File: src/indexed_array_list_top_defines.svh
// Assertion macros for the indexed array list.
`ifndef INDEXED_ARRAY_LIST_TOP_DEFINES_SVH
`define INDEXED_ARRAY_LIST_TOP_DEFINES_SVH

// Same-cycle implication, sampled on clk_i, off during reset.
`define IAL_ASSERT_SAME(label, ante, cons, msg) \
  label: assert property (@(posedge clk_i) disable iff (!rst_ni) (ante) |-> (cons)) \
    else $error(msg);

// Next-cycle implication, sampled on clk_i, off during reset.
`define IAL_ASSERT_NEXT(label, ante, cons, msg) \
  label: assert property (@(posedge clk_i) disable iff (!rst_ni) (ante) |=> (cons)) \
    else $error(msg);

`endif

File: src/ial_pkg.sv
package ial_pkg;

  localparam logic [3:0] OP_PUSH_FRONT = 4'd0;
  localparam logic [3:0] OP_PUSH_BACK  = 4'd1;
  localparam logic [3:0] OP_INSERT_AT  = 4'd2;
  localparam logic [3:0] OP_POP_FRONT  = 4'd3;
  localparam logic [3:0] OP_POP_BACK   = 4'd4;
  localparam logic [3:0] OP_REMOVE_AT  = 4'd5;
  localparam logic [3:0] OP_READ_AT    = 4'd6;
  localparam logic [3:0] OP_FIND       = 4'd7;
  localparam logic [3:0] OP_CLEAR      = 4'd8;

  localparam logic [1:0] ST_OK       = 2'd0;
  localparam logic [1:0] ST_FULL     = 2'd1;
  localparam logic [1:0] ST_BAD      = 2'd2;
  localparam logic [1:0] ST_NOTFOUND = 2'd3;

  typedef struct packed {
    logic [6:0]  pad;
    logic [31:0] item_value;
    logic [4:0]  position;
    logic [3:0]  op;
  } req_t;

  typedef struct packed {
    logic [4:0]  pad;
    logic [4:0]  entry_count;
    logic [1:0]  status;
    logic [3:0]  found_position;
    logic [31:0] out_value;
  } res_t;

endpackage

File: src/ial_ram.sv
module ial_ram #(
  parameter int WIDTH = 32,
  parameter int DEPTH = 16,
  parameter int AW    = (DEPTH > 1) ? $clog2(DEPTH) : 1
) (
  input  logic             clk_i,
  input  logic             we_i,
  input  logic [AW-1:0]    waddr_i,
  input  logic [WIDTH-1:0] wdata_i,
  input  logic [AW-1:0]    raddr_i,
  output logic [WIDTH-1:0] rdata_o
);

  logic [WIDTH-1:0] mem_q [DEPTH];
  logic [WIDTH-1:0] rdata_q;

  always_ff @(posedge clk_i) begin
    if (we_i) begin
      mem_q[waddr_i] <= wdata_i;
    end
    rdata_q <= mem_q[raddr_i];
  end

  assign rdata_o = rdata_q;

endmodule

File: src/indexed_array_list_top.sv
// Bounded ordered list of CAPACITY entries held in one single-port-write,
// registered-read RAM. Each input word carries one operation and yields one
// result word. Push, insert, pop, remove, read_at and find walk the RAM one
// entry per cycle; an operation reads at most CAPACITY entries, an append or
// a find on an empty list reads none, and clear and rejected operations skip
// the walk. The input is not ready while an operation is in progress; a
// finished result is loaded into the output register once that register is
// free, and the next word is taken in the cycle after. The RAM needs no
// clearing after reset: only entries below the count are ever read.
module indexed_array_list_top #(
  parameter int CAPACITY   = 16,
  parameter int DATA_WIDTH = 32
) (
  input  logic        clk_i,
  input  logic        rst_ni,
  input  logic        s_axis_tvalid,
  output logic        s_axis_tready,
  // op[3:0], position[8:4], item_value[40:9], zero fill
  input  logic [47:0] s_axis_tdata,
  output logic        m_axis_tvalid,
  input  logic        m_axis_tready,
  // out_value[31:0], found_position[35:32], status[37:36], entry_count[42:38]
  output logic [47:0] m_axis_tdata
);

  import ial_pkg::*;

  `include "indexed_array_list_top_defines.svh"

  localparam int AW   = $clog2(CAPACITY);
  localparam int CW   = $clog2(CAPACITY + 1);
  localparam int CMPW = (CW > 5) ? CW : 5;

  localparam logic [1:0] S_IDLE   = 2'd0;
  localparam logic [1:0] S_WALK   = 2'd1;
  localparam logic [1:0] S_FINISH = 2'd2;

  localparam logic [1:0] MD_UP   = 2'd0;
  localparam logic [1:0] MD_DOWN = 2'd1;
  localparam logic [1:0] MD_READ = 2'd2;
  localparam logic [1:0] MD_FIND = 2'd3;

  logic [1:0]            state_q, state_d;
  logic [CW-1:0]         count_q, count_d;
  logic [CW-1:0]         cnt_new_q, cnt_new_d;
  logic [CW-1:0]         left_q, left_d;
  logic                  pipe_q, pipe_d;
  logic                  m_valid_q, m_valid_d;
  res_t                  m_data_q, m_data_d;
  logic [1:0]            mode_q, mode_d;
  logic [AW-1:0]         at_q, at_d;
  logic [AW-1:0]         ra_q, ra_d;
  logic [AW-1:0]         paddr_q, paddr_d;
  logic [DATA_WIDTH-1:0] val_q, val_d;
  logic [31:0]           value_q, value_d;
  logic [3:0]            found_q, found_d;
  logic [1:0]            status_q, status_d;
  logic                  hit_q, hit_d;

  req_t                  req;
  logic                  in_fire;
  logic [63:0]           in_ext;
  logic [63:0]           rd_ext;
  logic [CMPW-1:0]       cnt_x;
  logic [CMPW-1:0]       pos_x;
  logic [CMPW-1:0]       at_x;
  logic                  ram_we;
  logic [AW-1:0]         ram_waddr;
  logic [DATA_WIDTH-1:0] ram_wdata;
  logic [DATA_WIDTH-1:0] ram_rdata;

  assign req           = req_t'(s_axis_tdata);
  assign s_axis_tready = (state_q == S_IDLE);
  assign in_fire       = s_axis_tvalid && s_axis_tready;
  assign in_ext        = 64'($signed(req.item_value));
  assign rd_ext        = 64'($signed(ram_rdata));
  assign cnt_x         = CMPW'(count_q);
  assign pos_x         = CMPW'(req.position);

  assign m_axis_tvalid = m_valid_q;
  assign m_axis_tdata  = 48'(m_data_q);

  ial_ram #(
    .WIDTH (DATA_WIDTH),
    .DEPTH (CAPACITY),
    .AW    (AW)
  ) u_ram (
    .clk_i   (clk_i),
    .we_i    (ram_we),
    .waddr_i (ram_waddr),
    .wdata_i (ram_wdata),
    .raddr_i (ra_q),
    .rdata_o (ram_rdata)
  );

  always_comb begin
    state_d   = state_q;
    count_d   = count_q;
    cnt_new_d = cnt_new_q;
    left_d    = left_q;
    pipe_d    = pipe_q;
    m_valid_d = m_valid_q;
    m_data_d  = m_data_q;
    mode_d    = mode_q;
    at_d      = at_q;
    ra_d      = ra_q;
    paddr_d   = paddr_q;
    val_d     = val_q;
    value_d   = value_q;
    found_d   = found_q;
    status_d  = status_q;
    hit_d     = hit_q;
    at_x      = '0;
    ram_we    = 1'b0;
    ram_waddr = at_q;
    ram_wdata = val_q;

    if (m_valid_q && m_axis_tready) begin
      m_valid_d = 1'b0;
    end

    case (state_q)
      S_IDLE: begin
        if (in_fire) begin
          val_d     = in_ext[DATA_WIDTH-1:0];
          value_d   = '0;
          found_d   = '0;
          hit_d     = 1'b0;
          status_d  = ST_OK;
          cnt_new_d = count_q;
          left_d    = '0;
          state_d   = S_FINISH;
          case (req.op)
            OP_PUSH_FRONT, OP_PUSH_BACK, OP_INSERT_AT: begin
              if (req.op == OP_PUSH_FRONT) begin
                at_x = '0;
              end else if (req.op == OP_PUSH_BACK) begin
                at_x = cnt_x;
              end else begin
                at_x = pos_x;
              end
              if (cnt_x >= CMPW'(CAPACITY)) begin
                status_d = ST_FULL;
              end else if (at_x > cnt_x) begin
                status_d = ST_BAD;
              end else begin
                mode_d    = MD_UP;
                at_d      = AW'(at_x);
                ra_d      = AW'(cnt_x - CMPW'(1));
                left_d    = CW'(cnt_x - at_x);
                cnt_new_d = count_q + CW'(1);
                state_d   = S_WALK;
              end
            end
            OP_POP_FRONT, OP_POP_BACK, OP_REMOVE_AT, OP_READ_AT: begin
              if (req.op == OP_POP_FRONT) begin
                at_x = '0;
              end else if (req.op == OP_POP_BACK) begin
                at_x = (count_q != '0) ? cnt_x - CMPW'(1) : '0;
              end else begin
                at_x = pos_x;
              end
              if (count_q == '0 || at_x >= cnt_x) begin
                status_d = ST_BAD;
              end else begin
                at_d    = AW'(at_x);
                ra_d    = AW'(at_x);
                state_d = S_WALK;
                if (req.op == OP_READ_AT) begin
                  mode_d = MD_READ;
                  left_d = CW'(1);
                end else begin
                  mode_d    = MD_DOWN;
                  left_d    = CW'(cnt_x - at_x);
                  cnt_new_d = count_q - CW'(1);
                end
              end
            end
            OP_FIND: begin
              mode_d   = MD_FIND;
              ra_d     = '0;
              left_d   = count_q;
              status_d = ST_NOTFOUND;
              state_d  = S_WALK;
            end
            OP_CLEAR: begin
              cnt_new_d = '0;
            end
            default: begin
              status_d = ST_BAD;
            end
          endcase
        end
      end

      S_WALK: begin
        if (left_q != '0) begin
          ra_d    = (mode_q == MD_UP) ? ra_q - AW'(1) : ra_q + AW'(1);
          left_d  = left_q - CW'(1);
          pipe_d  = 1'b1;
          paddr_d = ra_q;
        end else begin
          pipe_d = 1'b0;
        end

        if (pipe_q) begin
          case (mode_q)
            MD_UP: begin
              ram_we    = 1'b1;
              ram_waddr = paddr_q + AW'(1);
              ram_wdata = ram_rdata;
            end
            MD_DOWN: begin
              if (paddr_q == at_q) begin
                value_d = rd_ext[31:0];
              end else begin
                ram_we    = 1'b1;
                ram_waddr = paddr_q - AW'(1);
                ram_wdata = ram_rdata;
              end
            end
            MD_READ: begin
              value_d = rd_ext[31:0];
            end
            default: begin
              if (!hit_q && ram_rdata == val_q) begin
                hit_d    = 1'b1;
                found_d  = 4'(paddr_q);
                status_d = ST_OK;
              end
            end
          endcase
        end

        if (left_q == '0 && !pipe_q) begin
          if (mode_q == MD_UP) begin
            ram_we    = 1'b1;
            ram_waddr = at_q;
            ram_wdata = val_q;
          end
          state_d = S_FINISH;
        end
      end

      S_FINISH: begin
        if (!m_valid_q || m_axis_tready) begin
          m_valid_d               = 1'b1;
          m_data_d.pad            = '0;
          m_data_d.entry_count    = 5'(cnt_new_q);
          m_data_d.status         = status_q;
          m_data_d.found_position = found_q;
          m_data_d.out_value      = value_q;
          count_d                 = cnt_new_q;
          state_d                 = S_IDLE;
        end
      end

      default: begin
        state_d = S_IDLE;
      end
    endcase
  end

  always_ff @(posedge clk_i or negedge rst_ni) begin
    if (!rst_ni) begin
      state_q   <= S_IDLE;
      count_q   <= '0;
      left_q    <= '0;
      pipe_q    <= 1'b0;
      m_valid_q <= 1'b0;
    end else begin
      state_q   <= state_d;
      count_q   <= count_d;
      left_q    <= left_d;
      pipe_q    <= pipe_d;
      m_valid_q <= m_valid_d;
    end
  end

  always_ff @(posedge clk_i) begin
    cnt_new_q <= cnt_new_d;
    m_data_q  <= m_data_d;
    mode_q    <= mode_d;
    at_q      <= at_d;
    ra_q      <= ra_d;
    paddr_q   <= paddr_d;
    val_q     <= val_d;
    value_q   <= value_d;
    found_q   <= found_d;
    status_q  <= status_d;
    hit_q     <= hit_d;
  end

  `IAL_ASSERT_SAME(a_count_bound, 1'b1, count_q <= CW'(CAPACITY), "count above capacity")
  `IAL_ASSERT_NEXT(a_accept_busy, in_fire, state_q != S_IDLE, "accepted word left block idle")
  `IAL_ASSERT_SAME(a_write_in_walk, ram_we, state_q == S_WALK, "RAM write outside walk")
  `IAL_ASSERT_NEXT(a_count_commit, state_q != S_FINISH, $stable(count_q), "count moved early")
  `IAL_ASSERT_SAME(a_pipe_in_walk, pipe_q, state_q == S_WALK, "read pending outside walk")

endmodule

File: config.mk
export PLATFORM = sky130hd
export DESIGN_NAME = indexed_array_list_top
export DESIGN_NICKNAME = d
export VERILOG_FILES = /design/src/ial_pkg.sv /design/src/ial_ram.sv /design/src/indexed_array_list_top.sv
export VERILOG_INCLUDE_DIRS = /design/src /design/src/src
export SDC_FILE = /design/constraint.sdc
export NUM_CORES = 1
export LEC_CHECK = 0
export ABC_AREA = 0
export BUFFER_PORTS_ARGS = -buffer_cell sky130_fd_sc_hd__buf_2
export CELL_PAD_IN_SITES_DETAIL_PLACEMENT = 1
export CELL_PAD_IN_SITES_GLOBAL_PLACEMENT = 2
export CORE_MARGIN = 3
export CORE_UTILIZATION = 43
export CTS_CLUSTER_SIZE = 24
export DETAILED_ROUTE_END_ITERATION = 6
export PLACE_DENSITY = 0.78
export SLEW_MARGIN = 20
export SYNTH_ARGS = -nofsm -noshare
export SYNTH_HDL_FRONTEND = slang
export SYNTH_SLANG_ARGS = --single-unit
File: constraint.sdc
create_clock -name clk_i -period 3.5 [get_ports clk_i]
set_input_delay 0.525 -clock clk_i [delete_from_list [all_inputs] [get_ports clk_i]]
set_output_delay 0.525 -clock clk_i [all_outputs]
set_load 0.02 [all_outputs]
# Word level (Yosys, flattened, before mapping)
# Memory sizes are Yosys's and may differ from the RTL's. A register that Yosys moved wholly into a read port is not among the register bits.
# Cells that the tools add are included.
dict set report word_totals {
  input_bits 52
  ram_bits 512
  register_bits 147
  out_inout_bits 50
  mem_count 1
}
# memory depth word_bits rd rd_ports_with_merged_regs wr line
set mem_list {}
lappend mem_list {u_ram.mem_q 16 32 1 1 1 ial_ram.sv:14} ;# logic [WIDTH-1:0] mem_q [DEPTH];
dict set report classes {
  mux 96
  addsub 9
  eq_ne 30
  n_reduce_logical 32
  magnitude_cmp 3
}
# operator count
set op_table {}
lappend op_table {{2-to-1 mux 32 bit} 8}
lappend op_table {{one-hot mux 32 bit (2 select lines)} 3}
lappend op_table {{2-to-1 mux 5 bit} 21}
lappend op_table {{2-to-1 mux 4 bit} 17}
lappend op_table {{2-to-1 mux 2 bit} 17}
lappend op_table {{== test 32 bit} 1}
lappend op_table {{one-hot mux 4 bit (2 select lines)} 4}
lappend op_table {{one-hot mux 5 bit (3 select lines)} 2}
lappend op_table {{!= test 2 bit, second input constant} 9}
lappend op_table {{one-hot mux 2 bit (3 select lines)} 3}
lappend op_table {{== test 4 x 3 -> 1 bit, second input constant} 4}
lappend op_table {{2-to-1 mux 1 bit} 15}
lappend op_table {{!= test 3 bit, second input constant} 4}
lappend op_table {{one-hot mux 4 bit (3 select lines)} 1}
lappend op_table {{AND reduction 6 bit} 2}
lappend op_table {{logical NOT 5 bit} 2}
lappend op_table {{one-hot mux 5 bit (2 select lines)} 1}
lappend op_table {{AND reduction 5 bit} 2}
lappend op_table {{nonzero test 5 bit} 2}
lappend op_table {{subtractor 5 x 1 -> 5 bit, second input constant} 2}
lappend op_table {{subtractor 5 bit} 2}
lappend op_table {{adder 4 x 1 -> 4 bit, second input constant} 2}
lappend op_table {{== test 4 x 2 -> 1 bit, second input constant} 2}
lappend op_table {{one-hot mux 2 bit (4 select lines)} 1}
lappend op_table {{27 further kinds} 43}

# Longest topological paths before layout
# Gate-level depths: netlist of run 1.
dict set report logic_depth {
  ltp_word 13
  depth_mapped 15
  ltp_nobuf 15
}

# Modules after synthesis
# Synthesis of run 1 repeated with hierarchy kept, for this count alone.
dict set report unflattened {
  cells_unflattened 1470
  area_unflattened_um2 27340.0
}
# module seq_area_each_um2 area_each_um2 cells_per_inst n_inst
set modules_own_cells {}
lappend modules_own_cells {ial_ram 16015.4 19835.3 838 1}
lappend modules_own_cells {indexed_array_list_top 4344.2 7504.7 632 1}

# Worst setup path before layout of run 1
# No wires, ideal clock.
dict set report synth_timing {
  path_type {reg-to-reg}
  from {register state_q[0]}
  to {register value_q[0] (enable)}
  path_stages_with_launch 6
  setup_time_ps 432
  required_ps 3068
  slack_ps -488
  path_buffers 0
  period_less_slack_ps 3988
  t_arrival_ps 3556
  path_cell_list {dfrtp_1 > nor2_1 > nand2_1 > inv_1 > a21oi_1 > a21oi_1}
}
dict set report synth_between {
  elab_chain_cells 4
  elab_cells_between_ends 9
  cone_classes {eq/ne (5); reduce/logical (4)}
}
# element line
set synth_rtl {}
lappend synth_rtl {{start: declaration} indexed_array_list_top.sv:43} ;# logic [1:0] state_q, state_d;
lappend synth_rtl {{start signal: assignment} indexed_array_list_top.sv:272} ;# state_q <= state_d;
lappend synth_rtl {{logical NOT 2 bit (*)} indexed_array_list_top.sv:73} ;# assign s_axis_tready = (state_q == S_IDLE);
lappend synth_rtl {{named net s_axis_tready} indexed_array_list_top.sv:17} ;# output logic s_axis_tready,
lappend synth_rtl {{logical AND 1 bit} indexed_array_list_top.sv:74} ;# assign in_fire = s_axis_tvalid && s_axis_tready;
lappend synth_rtl {{!= test 2 x 1 -> 1 bit (no line)} n/a}
lappend synth_rtl {{AND reduction 5 bit (no line) (*)} n/a}
lappend synth_rtl {{end signal: assignment} indexed_array_list_top.sv:288} ;# value_q <= value_d;
lappend synth_rtl {{end: declaration} indexed_array_list_top.sv:55} ;# logic [31:0] value_q, value_d;
# Mark *: on every way through the listed nets, which the timed path passes. The rest lies on a longest branch.
# A chain may end at the register's enable or synchronous reset.

# Worst setup path after layout of run 1
dict set report layout_timing {
  from {register count_q[1] (netlist: cnt_x[1])}
  to {register ra_q[3] (enable)}
}
dict set report layout_between {
  elab_chain_cells 11
  elab_cells_between_ends 22
  cone_classes {add/sub (1); order compare (3); eq/ne (3); mux (11); reduce/logical (4)}
}
# element line
set layout_rtl {}
lappend layout_rtl {{start: declaration} indexed_array_list_top.sv:44} ;# logic [CW-1:0] count_q, count_d;
lappend layout_rtl {{start signal: assignment} indexed_array_list_top.sv:273} ;# count_q <= count_d;
lappend layout_rtl {{subtractor 5 x 1 -> 5 bit / nonzero test 5 bit (equally long branches)} indexed_array_list_top.sv:159} ;# at_x = (count_q != '0) ? cnt_x - CMPW'(1) : '0;
lappend layout_rtl {{2-to-1 mux 5 bit} indexed_array_list_top.sv:159}
lappend layout_rtl {{2-to-1 mux 5 bit} indexed_array_list_top.sv:158} ;# end else if (req.op == OP_POP_BACK) begin
lappend layout_rtl {{2-to-1 mux 5 bit} indexed_array_list_top.sv:156} ;# if (req.op == OP_POP_FRONT) begin
lappend layout_rtl {{2-to-1 mux 5 bit} indexed_array_list_top.sv:133} ;# case (req.op)
lappend layout_rtl {{2-to-1 mux 5 bit} indexed_array_list_top.sv:124} ;# if (in_fire) begin
lappend layout_rtl {{2-to-1 mux 5 bit} indexed_array_list_top.sv:122} ;# case (state_q)
lappend layout_rtl {{greater-or-equal comparator 5 bit} indexed_array_list_top.sv:163} ;# if (count_q == '0 || at_x >= cnt_x) begin
lappend layout_rtl {{logical OR 1 bit} indexed_array_list_top.sv:163}
lappend layout_rtl {{!= test 3 bit (no line)} n/a}
lappend layout_rtl {{AND reduction 7 bit (no line) (*)} n/a}
lappend layout_rtl {{end signal: assignment} indexed_array_list_top.sv:285} ;# ra_q <= ra_d;
lappend layout_rtl {{end: declaration} indexed_array_list_top.sv:52} ;# logic [AW-1:0] ra_q, ra_d;
# Every way passes the cells marked *; elsewhere a longest branch is shown, timed or not. The select of a mux whose other input is x is not followed.

==> run summary, run 1 <==
Die Ht: 258 um
Area share of the largest cell type after synthesis: 71.0%
Busiest grt layer: met2
Vias in the first global route: 14942
Status: finished, final reports clean
DP Cell Count: 2339
CTS root buffer: clkbuf_16
Worst Setup SP: cnt_x[1]$_DFFE_PN0P_
Fin area: 0.0318 mm2
Post-synth EDFFs: 645
Initial antenna violation count: 1
Netlist Area Pre-Place: 0.0273 mm2
I/O pins: 102
Clk sinks: 691
Rows: 91
Reg2reg end: ra_q[3]$_DFFE_PP_
CP max-delay cell: or4_4
Crit path time final: 3.40 ns
Syn-to-layout area delta: 16.7%
Post-synthesis register bit count: 691
CTS buffer count: 72
Cell taking the most area after synthesis: edfxtp_1
Final Hold Fails: 0
Clock transition at path regs: 0.06 ns
Tightest Pin Transition: 0.945 ns
WP data arrival: 3.69 ns
Layout cells sized above 1: 29.4%
DRC viols: 0
WP buf/inv: 2
# port buffers: 89
Worst Reg-to-Reg Cells: 14
Die footprint: 0.0665 mm2
Clk_lat worst skew: 0.62 ns
Detailed Routing Iterations Pass 1: 5
CP Capture Point: ra_q[3]$_DFFE_PP_
First-pass GRT wire length: 101000 um
Ys flop type: edfxtp_1
Final Skew: 0.0247 ns
TNS Setup: 0 ns
Post-DP HPWL: 40800 um
Largest net degree at the start of global routing: 63
Initial Utilization: 43.8%
Drt initial violations: 1248
Nets@finish: 1657
PD cells: 816 mW/mm2
Grt met2 use: 34.4%
Family with the most delay on the worst path: simple AND/OR/NAND/NOR gates
CP max stage delay: 0.56 ns
Final setup viols: 0
Critical Setup Path Class: flop to flop
Critical Path Fanout Max: 4
Synth unique cells: 72
Hold Slack: 0.0837 ns
R2R Path Start: cnt_x[1]$_DFFE_PN0P_
Area contributors post-synth: edfxtp_1, mux4_2, dfxtp_1, nand2_1, dfrtp_1
Post-route clock period utilization: 97.2%
Grt total ovfl: 0
Via density: 5.68
Crit-path cells: inv_1 > ha_2 > nor4b_1 > buf_4 > or4_4 > nor2_2 > a21oi_1 > ha_1 > and3_4 > o21ai_1 > a32oi_2 > a21oi_2 > nor3_2 > o32a_1
WL final: 68300 um
Met1 usage: 28.6%
Gr usage total: 20.7%
Startpoint types: flop
Avg Cell Area, Syn: 19.5 um2
CP Depth: 14
Worst Setup End Kind: flop
Wirelength per Cell: 27.6 um
R2r setup slk: 0.1 ns
Max Slew Vio Count: 0
Worst relative slew slack: 37.0%
Post-synthesis cell count: 1398
Tot Pwr: 0.0260 W
Hold Path Class: input pin to flop
CORE AREA: 0.0623 mm2
Placed inst area: 0.0294 mm2
CTS tree: yes
ANT cells: 0
Synth warnings: 0
Post-synth ARST share: 2.03%
Filler instances: 5639
Antenna viol nets, final: 0
Final GP Congestion: 0.841
Grt met3 use: 3.02%
Finished Layout Cells: 2478
Crit path required time: 3.79 ns
Highest clock rate: 0.294 GHz
Die X: 258 um
Max clock buf depth: 3
H-tree levels: 3
Sequential share of the synthesized area: 74.6%
Max_cap viols: 0
Static Leak: 10.7 nW
Maximum vdd drop: 0.439 mV
Overall via count from detail_route: 14065
[repair_timing]
item | CTS | global route
endpoints found under the setup margin | 9 | 19
pin swaps | 1 | 14
hold endpoints to repair | 14 | 0
gates resized for setup | 3 | 17
hold buffers | 1 | 0
setup buffers | 0 | 8
[cell families after synthesis]
| family | synth area share (%) |
|---|---|
| buf+inv | 1.76 |
| fa+ha+maj | 1.04 |
| flops | 74.6 |
| xor+xnor | 1.64 |
| compound gates | 2.56 |
| mux | 13.6 |
| other cells | 0.0137 |
| simple gates | 4.81 |
[how the worst min path moves through the flow]
stage	cells past startpoint	startpoint	slack, ns	end
floorplan	0	rst_ni	0.23	cnt_x[0]$_DFFE_PN0P_
global placement	0	value_q[3]$_SDFFCE_PN0P_	0.41	m_axis_tdata[3]$_DFFE_PP_
detailed placement	0	value_q[14]$_SDFFCE_PN0P_	0.41	m_axis_tdata[14]$_DFFE_PP_
CTS	1	s_axis_tdata[29]	0.05	val_q[20]$_DFFE_PP_
global route	1	s_axis_tdata[27]	0.06	val_q[18]$_DFFE_PP_
finish	1	s_axis_tdata[34]	0.08	val_q[25]$_DFFE_PP_
[Yosys cell counts (11+ instances only)]
master and instances:
buf_6 11, nand2_1 118, nor2_1 45, dfxtp_1 32, o21ai_0 15, mux4_2 154
clkbuf_1 28, dfrtp_1 14, xnor2_1 27, and2_1 36, edfxtp_1 645, buf_2 16
ha_1 17, a21oi_1 30, xor2_1 24, nor3_1 12, inv_1 23
[sequential cells by signal, indices dropped and copies added (netlist names)]
name and flops:
pipe_q 1, found_q 4, mode_q 2, hit_q 1, ra_q 4, val_q 32
left_q 5, m_axis_tdata 43, state_q 2, at_q 4, cnt_new_q 5, u_ram.rdata_o 32
cnt_x 5, status_q 2, paddr_q 4, value_q 32, u_ram.mem_q 512, m_axis_tvalid 1
[layout by cell type, fill, tap and decap left out, types with 4 or more instances in the layout]
cell and instances:
edfxtp_1 645, mux4_2 154, nand2_1 118, buf_2 89
clkbuf_16 73, buf_4 65, and2_1 36, dfxtp_1 32
xnor2_1 27, a21oi_1 26, nor2_1 25, xor2_1 24
buf_12 21, inv_1 20, clkbuf_1 19, nor2_4 17
ha_1 16, o21ai_0 14, dfrtp_1 14, clkinv_1 12
nor3_1 11, nand2b_1 10, nand3_1 9, clkinv_2 9
nor4_1 8, and3_1 6, a21o_1 6, nand4_1 6
mux4_1 6, clkbuf_8 6, o221ai_1 5, conb_1 5
o21a_1 4, mux2i_1 4, mux2_2 4, o22ai_1 4
bufinv_16 4
[cell type report]
type / count / area [um2] / area share [%]
Inverter: 23 / 86.3 / 0.271
Clock inverter: 32 / 312 / 0.978
Tap cell: 837 / 1050 / 3.29
Clock buffer: 98 / 1980 / 6.22
Sequential cell: 691 / 20400 / 63.9
Multi-Input combinational cell: 620 / 6680 / 21.0
Timing Repair Buffer: 177 / 1380 / 4.32
[metal layers]
layer  wire [um]  part of all wire [%]  up-vias
li1            -                     -     5970
met1       29300                    43     7595
met2       34200                    50      426
met3        3480                   5.1       74
met4        1390                   2.0        0
met5           0                     0        -
[power by group]
group | internal [W] | switching [W] | leakage, nW
clock network | 0.00430 | 0.00315 | 1.12
logic | 0.00307 | 0.00411 | 3.25
registers | 0.0107 | 0.000635 | 6.31
[through the flow]
step	setup slack (ns)	utilization (%)
floorplan	-0.0790	-
global placement	0.0206	47.2
detailed placement	-0.0272	47.2
CTS	-0.0225	50.9
global route	-0.0538	51.1
finish	0.0987	51.1
Note: power is estimated with default switching activity, not from simulation.
==> run 2: changes to the inputs <==
HOLD_SLACK_MARGIN = 0.12   (was unset)
SLEW_MARGIN = 5   (was 20)
==> run summary, run 2 (synthesis gave the netlist of run 1 again) <==
Gr usage total: 20.8% (+0.097 points)
Nets@finish: 1689 (+1.9%)
CTS buffer count: 72 (unchanged)
Die X: 258 um (unchanged)
Antenna viol nets, final: 0 (unchanged)
Worst setup margin: 0.107 ns (+0.00796 ns)
Maximum vdd drop: 0.440 mV (+0.23%)
WL met2: 34100 um (-0.15%)
Crit path required time: 3.79 ns (about the same)
Layout cells sized above 1: 28.9% (-0.56 points)
Highest Signal Layer: met4
Max reg flops: 512 (unchanged)
Initial antenna violation count: 1 (unchanged)
Family with the most delay on the worst path: simple AND/OR/NAND/NOR gates
DR WL met3: 4060 um (+17%)
Most frequent cells in the layout: edfxtp_1, mux4_2, nand2_1, buf_2, clkbuf_16
Met1 wire length: 29000 um (-0.90%)
Worst relative slew slack: 37.6% (+0.58 points)
PD cells: 809 mW/mm2 (-0.87%)
Detailed Routing Iterations Pass 1: 7 (+2)
Crit-path cells: inv_1 > ha_2 > nor4b_1 > buf_4 > or4_4 > nor2_2 > a21oi_1 > ha_1 > and3_4 > o21ai_1 > a32oi_2 > a21oi_2 > nor3_2 > o32a_1
DP Worst Slack: -0.0272 ns (unchanged)
# port buffers: 89 (unchanged)
Logic gate share of total power: 27.7% (about the same)
Rows: 91 (unchanged)
H-tree levels: 3 (unchanged)
Tightest Pin Transition: 0.936 ns (-0.00872 ns)
Clk_lat worst skew: 0.62 ns (about the same)
Max Slew Vio Count: 0 (unchanged)
Highest clock rate: 0.295 GHz (+0.23%)
Worst Setup End Kind: flop
Wirelength per Cell: 27.3 um (-0.90%)
Final setup viols: 0 (unchanged)
Psw: 0.00790 W (+0.13%)
Post-DP HPWL: 40800 um (unchanged)
TNS Setup: 0 ns (unchanged)
Largest reg by FF count: u_ram.mem_q
WP data arrival: 3.68 ns (about the same)
Initial Utilization: 43.8% (unchanged)
Final Hold Fails: 0 (unchanged)
WL final: 68600 um (+0.38%)
Max clock buf depth: 3 (unchanged)
CP max stage delay: 0.56 ns (about the same)
Via density: 5.67 (-0.16%)
CTS root buffer: clkbuf_16
Final GP Congestion: 0.841 (unchanged)
WP buf/inv: 2 (unchanged)
CP max-delay cell: or4_4
Vias in the first global route: 15093 (+1.0%)
Largest net degree at the start of global routing: 63 (unchanged)
Post-route clock period utilization: 97.0% (-0.23 points)
Most common cell after layout, fill and taps aside: edfxtp_1
DRC viols: 0 (unchanged)
Grt total ovfl: 0 (unchanged)
Sequential Power Share: 43.7% (about the same)
Crit path time final: 3.39 ns (-0.00796 ns)
Clock transition at path regs: 0.06 ns (about the same)
First-pass GRT wire length: 101000 um (+0.55%)
Overall via count from detail_route: 14224 (+1.1%)
Hold Path Class: input pin to flop
I/O pins: 102 (unchanged)
Clk sinks: 691 (unchanged)
Critical Path Fanout Max: 4 (unchanged)
Drt initial violations: 1293 (+3.6%)
Startpoint types: flop
Die footprint: 0.0665 mm2 (unchanged)
Int Pwr: 0.0181 W (+0.13%)
CTS tree: yes
Status: finished, final reports clean
Power share of the clock group: 28.6% (about the same)
CORE AREA: 0.0623 mm2 (unchanged)
Final Skew: 0.0244 ns (-0.000263 ns)
Switching Share: 30.4% (about the same)
Max_cap viols: 0 (unchanged)
ANT cells: 0 (unchanged)
Static Leak: 10.8 nW (+1.3%)
Die Ht: 258 um (unchanged)
Critical Setup Path Class: flop to flop
Syn-to-layout area delta: 17.8%
-- run 2: cell types whose count changed in the layout (fill, tap and decap cells not counted) --
cell,delta
dlygate4sd3_1,+32
-- run 2: power groups by stage --
stage,Sequential (W),Clock (W),Combinational [W]
6_report,0.0114,0.00744,0.00721
5_1_grt,0.0114,0.00795,0.00775
4_1_cts,0.0114,0.00762,0.00718
3_5_place_dp,0.0115,0,0.00711
3_3_place_gp,0.0115,0,0.00686
2_1_floorplan,0.0114,0,0.00464
-- run 2: final timing paths --
path | from | cells past startpoint | slack, ns | endpoint
max reg2reg | cnt_x[1]$_DFFE_PN0P_ | 14 | 0.11 | ra_q[3]$_DFFE_PP_
min reg2reg | value_q[26]$_SDFFCE_PN0P_ | 0 | 0.41 | m_axis_tdata[26]$_DFFE_PP_
max in group asynchronous | rst_ni | 2 | 2.86 | m_axis_tvalid$_DFF_PN0_
min | m_axis_tready | 3 | 0.29 | m_axis_tvalid$_DFF_PN0_
max | cnt_x[1]$_DFFE_PN0P_ | 14 | 0.11 | ra_q[3]$_DFFE_PP_
min in group asynchronous | rst_ni | 2 | 0.38 | cnt_x[1]$_DFFE_PN0P_
-- run 2: worst min-delay path: stages --
cell and delay (ns):
buf_2 0.07, nand2b_1 0.17, nand2_1 0.08
-- run 2: repair_timing --
item                                    CTS  global route
gates cloned                              0             0
resized for setup                         3            17
pin swaps                                 1            14
hold buffers                             33             0
endpoints found under the hold margin    46             0
setup buffers                             0             8
endpoints found under the setup margin    9            19
-- run 2: through the flow --
step           power (W)  utilization, %  instance area, um2  instances  hold slack (ns)
3_5_place_dp      0.0186            47.2               29400       2339            0.405
5_1_grt           0.0272            51.6               32200       2510            0.297
3_3_place_gp      0.0183            47.2               29400       2339            0.408
2_1_floorplan     0.0161               -               27300       1402            0.229
4_1_cts           0.0262            51.5               32000       2502            0.253
6_report          0.0260            51.6               32200       2510            0.294
-- run 2: final cells by class --
class / count / area [um2]
Tap cell: 837 / 1050
Multi-Input combinational cell: 620 / 6680
Timing Repair Buffer: 209 / 1700
Inverter: 23 / 86.3
Clock buffer: 98 / 1980
Clock inverter: 32 / 312
Sequential cell: 691 / 20400
Fill cell: 5622 / 30100
-- run 2: metal layers --
| layer | track usage [%] | vias to the layer above |
|---|---|---|
| met4 | 5.90 | 0 |
| met2 | 34.6 | 474 |
| met3 | 3.00 | 79 |
| met1 | 28.8 | 7634 |
| li1 | - | 6037 |
| met5 | 0 | - |
==> run 3: changes to the inputs <==
CORE_UTILIZATION = 48   (was 43)
PLACE_DENSITY = 0.82   (was 0.78)
REMOVE_ABC_BUFFERS = 1   (was unset)
clock period = 3.35 ns   (was 3.5 ns; I/O delays follow)
==> run summary, run 3 (synthesis gave the netlist of run 1 again) <==
DRC viols: 0 (unchanged)
DP Worst Slack: -0.183 ns (-0.156 ns)
Worst relative slew slack: 46.0% (+8.4 points)
Hold path cells: 3 (unchanged)
Nets@finish: 1724 (+2.1%)
Critical Setup Path Class: flop to flop
Final Skew: 0.0329 ns (+0.00845 ns)
Max Slew Vio Count: 0 (unchanged)
CTS tree: yes
Tightest Pin Transition: 0.809 ns (-0.127 ns)
R2R Path Start: cnt_x[1]$_DFFE_PN0P_
Final GP Congestion: 0.853 (+1.4%)
Max reg flops: 512 (unchanged)
WP data arrival: 3.54 ns (-0.14 ns)
Max clock buf depth: 3 (unchanged)
H-tree levels: 3 (unchanged)
Post-DP HPWL: 41600 um (+2.1%)
Initial antenna violation count: 0 (-1)
CP max stage delay: 0.57 ns (about the same)
Die footprint: 0.0598 mm2 (-10%)
# port buffers: 89 (unchanged)
DP Cell Count: 2273 (-2.8%)
Rows: 86 (-5.5%)
Worst Setup SP: cnt_x[1]$_DFFE_PN0P_
Crit-path cells: inv_2 > ha_4 > nor4b_4 > or4_4 > nor2_4 > a21oi_2 > ha_1 > and3_4 > o21ai_2 > a32oi_4 > a21oi_2 > nor3_2 > o32a_1
Antenna viol nets, final: 0 (unchanged)
Most frequent cells in the layout: edfxtp_1, mux4_2, nand2_1, buf_4, buf_2
Status: finished, final reports clean
Max_cap viols: 0 (unchanged)
CORE AREA: 0.0556 mm2 (-11%)
Tot Pwr: 0.0282 W (+8.3%)
Detailed Routing Iterations Pass 1: 5 (-2)
Worst Setup End Kind: flop
Layout cells sized above 1: 31.7% (+2.8 points)
Initial Utilization: 49.1% (+5.2 points)
Highest clock rate: 0.309 GHz (+4.8%)
Via density: 5.84 (+3.1%)
HP Start: m_axis_tready
Clk_lat worst skew: 0.63 ns (about the same)
Die Ht: 244 um (-5.2%)
Clk sinks: 691 (unchanged)
Clock transition at path regs: 0.06 ns (about the same)
Maximum vdd drop: 0.520 mV (+18%)
First-pass GRT wire length: 105000 um (+3.4%)
Final Hold Fails: 0 (unchanged)
Wirelength per Cell: 28.5 um (+4.4%)
PD cells: 862 mW/mm2 (+6.6%)
Finished Layout Cells: 2460 (-2.0%)
Hold Path Class: input pin to flop
Crit path required time: 3.65 ns (-0.14 ns)
Static Leak: 11.1 nW (+2.8%)
Startpoint types: flop
Drt initial violations: 1453 (+12%)
ANT cells: 0 (unchanged)
CP max-delay cell: or4_4
I/O pins: 102 (unchanged)
CTS buffer count: 73 (+1.4%)
Vias in the first global route: 15678 (+3.9%)
Largest net degree at the start of global routing: 47 (-25%)
Crit path time final: 3.24 ns (-0.156 ns)
Worst Reg-to-Reg Cells: 13 (-1)
Post-route clock period utilization: 96.6% (-0.31 points)
Grt total ovfl: 0 (unchanged)
Critical Path Fanout Max: 4 (unchanged)
CP most frequent cell: a21oi_2
Gr usage total: 24.1% (+3.4 points)
Most common cell after layout, fill and taps aside: edfxtp_1
Final setup viols: 0 (unchanged)
Worst setup margin: 0.113 ns (+0.00589 ns)
Largest reg by FF count: u_ram.mem_q
Overall via count from detail_route: 14373 (+1.0%)
WL final: 70100 um (+2.3%)
CTS root buffer: clkbuf_16
Syn-to-layout area delta: 19.6%
Die X: 244 um (-5.2%)
## run 3: critical path, delay by kind of cell (launching register included)
family / cells / cell delay (ns)
AO/OA/AOI/OAI: 5 / 0.80
adder cells (fa/ha/maj): 2 / 0.48
buffers and inverters: 1 / 0.07
flip-flops: 1 / 0.38
AND/OR/NAND/NOR: 5 / 1.19
## run 3: per-stage QoR
step           hold slack [ns]  area, um2  setup TNS (ns)  util [%]
6_report                 0.294      32600               0      58.7
5_1_grt                  0.306      32600         -0.0410      58.7
4_1_cts                  0.274      32500               0      58.4
3_5_place_dp             0.406      29500           -1.94      53.0
3_3_place_gp             0.401      29500          -0.618      53.0
2_1_floorplan            0.207      26900         -362.88         -
## run 3: path summary, 6_finish.rpt
| kind | endpoint | slack (ns) |
|---|---|---|
| setup / recovery | ra_q[1]$_DFFE_PP_ | 0.11 |
| hold / removal | m_axis_tvalid$_DFF_PN0_ | 0.29 |
| setup reg to reg | ra_q[1]$_DFFE_PP_ | 0.11 |
| hold reg to reg | m_axis_tdata[13]$_DFFE_PP_ | 0.41 |
| max in group asynchronous | cnt_x[3]$_DFFE_PN0P_ | 2.76 |
| min in group asynchronous | left_q[2]$_DFFE_PN0P_ | 0.34 |
## run 3: what timing repair did
action                     in CTS  in global routing
buffers inserted               16                  5
cloned                          0                  0
hold buffers                   33                  0
pin swaps                      12                 13
resized for setup              26                 20
hold endpoints to repair       46                  0
setup endpoints to repair      82                 66
## run 3: area by class of cell
cell class | instances | area (um2)
Tap cell | 748 | 936
Clock inverter | 38 | 473
Inverter | 23 | 86.3
Clock buffer | 97 | 2010
Fill cell | 4844 | 23000
Multi-Input combinational cell | 620 | 6810
Timing Repair Buffer | 243 | 1980
Sequential cell | 691 | 20400
## run 3: power breakdown
group	total, W	internal, W	switching, W
logic	0.00790	0.00349	0.00442
clock network	0.00838	0.00502	0.00336
registers	0.0119	0.0112	0.000671
total	0.0282	0.0197	0.00845
## run 3: metal layers
metal / global-route usage [%] / share of wire, % / vias up
li1: - / - / 6111
met1: 32.2 / 41 / 7646
met2: 41.0 / 51 / 477
met3: 4.02 / 5.4 / 139
met4: 7.78 / 3.1 / 0
met5: 0 / 0 / -
